==> config.mk <==
export PLATFORM = sky130hd
export DESIGN_NAME = mfsf_front
export DESIGN_NICKNAME = d
export VERILOG_FILES = /design/src/hw/rtl/mfsf_pkg.sv /design/src/hw/rtl/mfsf_front.sv
export SDC_FILE = /design/constraint.sdc
export NUM_CORES = 1
export LEC_CHECK = 0
export BUFFER_PORTS_ARGS = -buffer_cell sky130_fd_sc_hd__buf_2
export CAP_MARGIN = 20
export CORE_AREA = 2 2 149 151
export CTS_BUF_LIST = sky130_fd_sc_hd__clkbuf_16
export CTS_CLUSTER_DIAMETER = 60
export DETAILED_ROUTE_END_ITERATION = 7
export DIE_AREA = 0 0 151 153
export GPL_TIMING_DRIVEN = 0
export SETUP_SLACK_MARGIN = 0.02
export SLEW_MARGIN = 20
export SYNTH_ARGS = -nofsm -noshare
export SYNTH_HDL_FRONTEND = slang
export SYNTH_SLANG_ARGS = --single-unit
==> constraint.sdc <==
create_clock -name clk -period 2.5 [get_ports clk]
set_input_delay 0.125 -clock clk [delete_from_list [all_inputs] [get_ports clk]]
set_output_delay 0.125 -clock clk [all_outputs]
set_load 0.05 [all_outputs]
==> src/hw/rtl/mfsf_pkg.sv <==
`timescale 1ns / 1ps
`default_nettype none
// ----------------------------------------------------------------------------
// mfsf_pkg
// Shared constants and types for the market feed symbol filter.
// ----------------------------------------------------------------------------
package mfsf_pkg;

  localparam int MAX_SYMBOLS   = 4;
  localparam int SYMBOL_REGS   = 4;
  localparam int DIRECTORY_LEN = 39;
  localparam int LOCATE_SPACE  = 65536;

  localparam int SYM_IDX_W = (MAX_SYMBOLS > 1) ? $clog2(MAX_SYMBOLS) : 1;
  localparam int SYM_CNT_W = 3;
  localparam int LEN_W     = 8;
  localparam int TYPE_W    = 8;
  localparam int LOC_W     = 16;
  localparam int STOCK_W   = 64;
  localparam int COUNT_W   = 8;

  // Bitmap storage: rows of 64 marks each.
  localparam int SLOT_W    = $clog2(LOCATE_SPACE);
  localparam int ROW_W     = 64;
  localparam int ROW_BIT_W = $clog2(ROW_W);
  localparam int ROWS      = LOCATE_SPACE / ROW_W;
  localparam int ROW_AW    = $clog2(ROWS);

  localparam int CFG_IDX_W  = 3;
  localparam int CFG_DATA_W = 64;

  localparam logic [CFG_IDX_W-1:0] CFG_SYMBOL_COUNT = 3'd0;
  localparam logic [CFG_IDX_W-1:0] CFG_SYMBOL_A     = 3'd1;

  localparam logic [LEN_W-1:0]   MIN_LEN        = 8'd11;
  localparam logic [LEN_W-1:0]   DIR_LEN        = LEN_W'(DIRECTORY_LEN);
  localparam logic [TYPE_W-1:0]  TYPE_SYSTEM    = 8'h53;
  localparam logic [TYPE_W-1:0]  TYPE_DIRECTORY = 8'h52;
  localparam logic [COUNT_W-1:0] COUNT_MAX      = 8'd255;

  typedef enum logic [1:0] {
    KIND_REJECT,
    KIND_PASS,
    KIND_LOOKUP,
    KIND_MATCH
  } kind_t;

  typedef struct packed {
    kind_t                kind;
    logic [SYM_IDX_W-1:0] sym_idx;
    logic [LOC_W-1:0]     locate;
  } cls_req_t;

  typedef struct packed {
    logic               accept;
    logic               all_resolved;
    logic [COUNT_W-1:0] resolved_count;
    logic [LOC_W-1:0]   first_locate;
  } result_t;

  // Request queue status between the front and back parts.
  typedef struct packed {
    logic     empty;
    cls_req_t head;
  } req_link_t;

endpackage
`default_nettype wire

==> src/hw/rtl/mfsf_front.sv <==
`timescale 1ns / 1ps
`default_nettype none
// ----------------------------------------------------------------------------
// mfsf_front
// Classifies each message header and queues the request for the back part.
// ----------------------------------------------------------------------------
module mfsf_front (
  input  wire logic                                        clk,
  input  wire logic                                        rst,
  input  wire logic                                        push,
  input  wire logic [mfsf_pkg::LEN_W-1:0]                  msg_length,
  input  wire logic [mfsf_pkg::TYPE_W-1:0]                 msg_type,
  input  wire logic [mfsf_pkg::LOC_W-1:0]                  stock_locate,
  input  wire logic [mfsf_pkg::STOCK_W-1:0]                stock_field,
  input  wire logic [mfsf_pkg::MAX_SYMBOLS-1:0][mfsf_pkg::STOCK_W-1:0] symbols,
  input  wire logic [mfsf_pkg::SYM_CNT_W-1:0]              eff_count,
  output logic                                             full,
  input  wire logic                                        req_pop,
  output mfsf_pkg::req_link_t                              req_link
);
  import mfsf_pkg::*;

  localparam int QDEPTH = 2;

  cls_req_t          q [QDEPTH];
  logic              wr_ptr;
  logic              rd_ptr;
  logic [1:0]        cnt;
  cls_req_t          cls;
  logic              hit;
  logic [SYM_IDX_W-1:0] hit_idx;
  logic              do_push;
  logic              do_pop;

  // First configured symbol that matches wins.
  always_comb begin
    hit     = 1'b0;
    hit_idx = '0;
    for (int i = MAX_SYMBOLS - 1; i >= 0; i--) begin
      if ((SYM_CNT_W'(i) < eff_count) && (symbols[i] == stock_field)) begin
        hit     = 1'b1;
        hit_idx = SYM_IDX_W'(i);
      end
    end
  end

  always_comb begin
    cls.locate  = stock_locate;
    cls.sym_idx = hit_idx;
    if (msg_length < MIN_LEN) begin
      cls.kind = KIND_REJECT;
    end else if (msg_type == TYPE_SYSTEM) begin
      cls.kind = KIND_PASS;
    end else if (msg_type != TYPE_DIRECTORY) begin
      cls.kind = KIND_LOOKUP;
    end else if (msg_length < DIR_LEN) begin
      cls.kind = KIND_REJECT;
    end else if (hit) begin
      cls.kind = KIND_MATCH;
    end else begin
      cls.kind = KIND_REJECT;
    end
  end

  assign full          = (cnt == 2'(QDEPTH));
  assign do_push       = push && !full;
  assign do_pop        = req_pop && (cnt != 2'd0);
  assign req_link.empty = (cnt == 2'd0);
  assign req_link.head  = q[rd_ptr];

  always_ff @(posedge clk) begin
    if (do_push) begin
      q[wr_ptr] <= cls;
    end
  end

  always_ff @(posedge clk) begin
    if (rst) begin
      wr_ptr <= 1'b0;
      rd_ptr <= 1'b0;
      cnt    <= 2'd0;
    end else begin
      if (do_push) begin
        wr_ptr <= ~wr_ptr;
      end
      if (do_pop) begin
        rd_ptr <= ~rd_ptr;
      end
      cnt <= cnt + 2'(do_push) - 2'(do_pop);
    end
  end

endmodule
`default_nettype wire

==> metrics.md <==
| Metric | Value |
|---|---|
| Outcome | finished clean |
| Met1 Track Usage GR | 0.253 |
| Synthesis Warnings | 0 |
| CP max FO | 4 |
| Pleak | 0.00338 uW |
| DR vias | 5403 |
| Met3 Resource Use GR | 0.0451 |
| Post-Synthesis Cell Area | 4780 um^2 |
| GR Util met2 | 0.444 |
| Area leader, netlist | xor2_1 |
| R2R setup slack | 820 ps |
| Post-route clock period utilization | 0.936 |
| Initial DRC count | 186 |
| Most Crowded Layer GR | met2 |
| Max frequency | 427 MHz |
| Final setup vio count | 0 |
| Largest net degree at the start of global routing | 21 |
| Filler cell count | 2329 |
| Reg area | 1300 um^2 |
| Die height | 153 um |
| Post-synth net total | 870 |
| Post-route ant nets | 0 |
| First-pass GRT wire length | 37300 um |
| Number of enable flip-flop cells after synthesis | 40 |
| Placed inst area | 6990 um^2 |
| Top post-synthesis cells by count | 166 x xor2_1, 52 x xnor2_1, 46 x nor4_1, 40 x edfxtp_1, 38 x inv_1 |
| Hold Crit Class | in2reg |
| Crit path from | stock_field[17] |
| Final Util | 0.340 |
| Drt pass-1 iters | 4 |
| Reg2reg end | q[1][3]$_DFFE_PP_ |
| Net count, final | 1247 |
| CTS Sinks | 45 |
| RSZ-0062 raised after global routing | no |
| Post-synthesis register bit count | 45 |
| Most frequent cell after synthesis | xor2_1 |
| Die area | 23100 um^2 |
| Hold Vio Cnt, Final | 0 |
| Worst-margin pin slew | 962 ps |
| DR vias/cell | 4.59 |
| FP Rows | 54 |
| Final instance area | 7310 um^2 |
| Max cap viols | 0 |
| # DRC | 0 |
| Top FF cell, synth | edfxtp_1 |
| Arr. time, crit path | 2450 ps |
| Initial antenna violation count | 15 |
| R2R depth | 2 |
| Core ar. | 21500 um^2 |
| Synth Area per Inst | 9.39 um^2 |
| GR Overflow Total | 0 |
| Ratio of cells with drive above 1 in the final layout | 0.481 |
| Synth unique cells | 43 |
| Initial Util | 0.222 |
| Slew headroom | 0.359 |
| Number of placed I/O pins | 381 |
| Largest cells by area after synthesis | xor2_1 30%, edfxtp_1 25%, xnor2_1 9.5%, nor4_1 6.0%, mux2_2 4.7% |
| H-tree levels | 2 |
| CP Launch Type | input port |
| Die X | 151 um |
| Ys async rst share | 0 |
| Clock tree buffer depth | 2 |
| CP required | 2610 ps |
| Post-synthesis sequential area ratio | 0.272 |
| CTS Buf Count | 5 |
| Number of port buffers | 368 |
| Max-slew violations | 0 |
| Synth-to-Final Area Change | 52.9% |
| Worst Skew | 5.30 ps |
| WL final | 27500 um |
| Hold depth | 1 |
| Worst setup endpoint | q[0][19]$_DFFE_PP_ |
| Mapped Cells | 509 |
| CTS root buf | clkbuf_16 |
| Clk_lat worst skew | 290 ps |
| Vias in the first global route | 5576 |
| GPL Wtd Cong | 0.948 |
| Worst setup path category | in2reg |
| Cell Pwr Density | 472 nW/um^2 |
| All-Layer GR Usage | 0.231 |
| TritonCTS clock tree | built |
| Area used by multi-input combinational logic | 3410 um^2 |
| Worst vdd ir | 0.000294 V |
| Worst R2R Start | cnt[0]$_SDFF_PP0_ |
| Worst Setup End Kind | flop |
| Cts hold-fix bufs | 0 |
| Hpwl dp | 24700 um |
| Synth top area share | 0.304 |
| Clock slew at reported path FFs | 60 ps |
| Wire per inst | 23.4 um |
| Min cycle time layout | 2340 ps |
==> power breakdown <==
part / switching [uW] / internal, uW
sequential: 34.1 / 963
clock: 258 / 362
combinational: 1160 / 675
total: 1450 / 2000
==> layer usage <==
metal	share of wire	vias up
li1	-	2581
met1	0.37	2536
met2	0.54	246
met3	0.070	32
met4	0.021	8
met5	0.0017	-
==> worst max-delay path: stages <==
cell and delay, ps:
buf_2 160, xor2_1 170, nor4_1 600, nand4_1 190
nor4_2 370, a22oi_1 190, a311o_1 400, a21oi_1 230
==> worst min-delay path by stage <==
stage,from,endpoint,slack (ps)
floorplan,rst,cnt[0]$_SDFF_PP0_,200
global placement,stock_locate[1],q[1][1]$_DFFE_PP_,310
detailed placement,stock_locate[8],q[0][8]$_DFFE_PP_,320
CTS,stock_locate[7],q[0][7]$_DFFE_PP_,20
global route,stock_locate[15],q[0][15]$_DFFE_PP_,20
finish,stock_locate[7],q[1][7]$_DFFE_PP_,30
==> cell type report <==
class / count / share of cell area
diodes: 10 / 0.00343
plain buffers: 14 / 0.00873
clock buffers: 5 / 0.0171
clock inverters: 3 / 0.00188
inverters: 40 / 0.0206
multi-input cells: 410 / 0.467
flip-flops and latches: 45 / 0.178
well taps: 280 / 0.0480
repair buffers: 370 / 0.255
==> flip-flops by register name, indices dropped and copies added, names as in the netlist, named ones only <==
signal and cells:
cnt 2, wr_ptr 1, q 40, rd_ptr 1
==> cells in the final DEF, fill, tap and decap left out, types with 10 or more instances in the layout <==
master    count
o22ai_1      14
nor4_1       32
inv_1        39
mux2_2       20
xnor2_1      52
nor4_2       11
edfxtp_1     40
xor2_1      166
buf_2       369
nor2_1       11
nand4_1      22
diode_2      10
==> cell families (layout without fill, tap and decap cells) <==
family | Yosys count | after routing | synth area share
AOI/OAI and AO/OA | 51 | 51 | 0.0828
xor gates and xnor gates | 218 | 218 | 0.400
adders and majority gates | 2 | 2 | 0.00524
buffers and inverters | 54 | 432 | 0.0427
DFF | 45 | 45 | 0.272
muxes | 20 | 20 | 0.0471
other | 0 | 10 | 0
and+or+nand+nor | 119 | 119 | 0.150
==> metrics by stage <==
step           TNS, ps  total power (uW)  worst slack (ps)  hold slack (ps)  cells
2_1_floorplan        0              2090               372              197    509
3_3_place_gp     -5980              2800              -974              312   1157
3_5_place_dp     -6390              2830             -1040              318   1158
4_1_cts              0              3490              26.6             19.2   1166
5_1_grt              0              3630              23.7             19.1   1174
6_report             0              3450               159             26.2   1177
==> what timing repair did <==
action	4_1_cts	5_1_grt
pin swaps	0	1
resized for setup	23	7
setup endpoints to repair	8	2
setup buffers	0	1
Note: power is estimated with default switching activity, not from simulation.
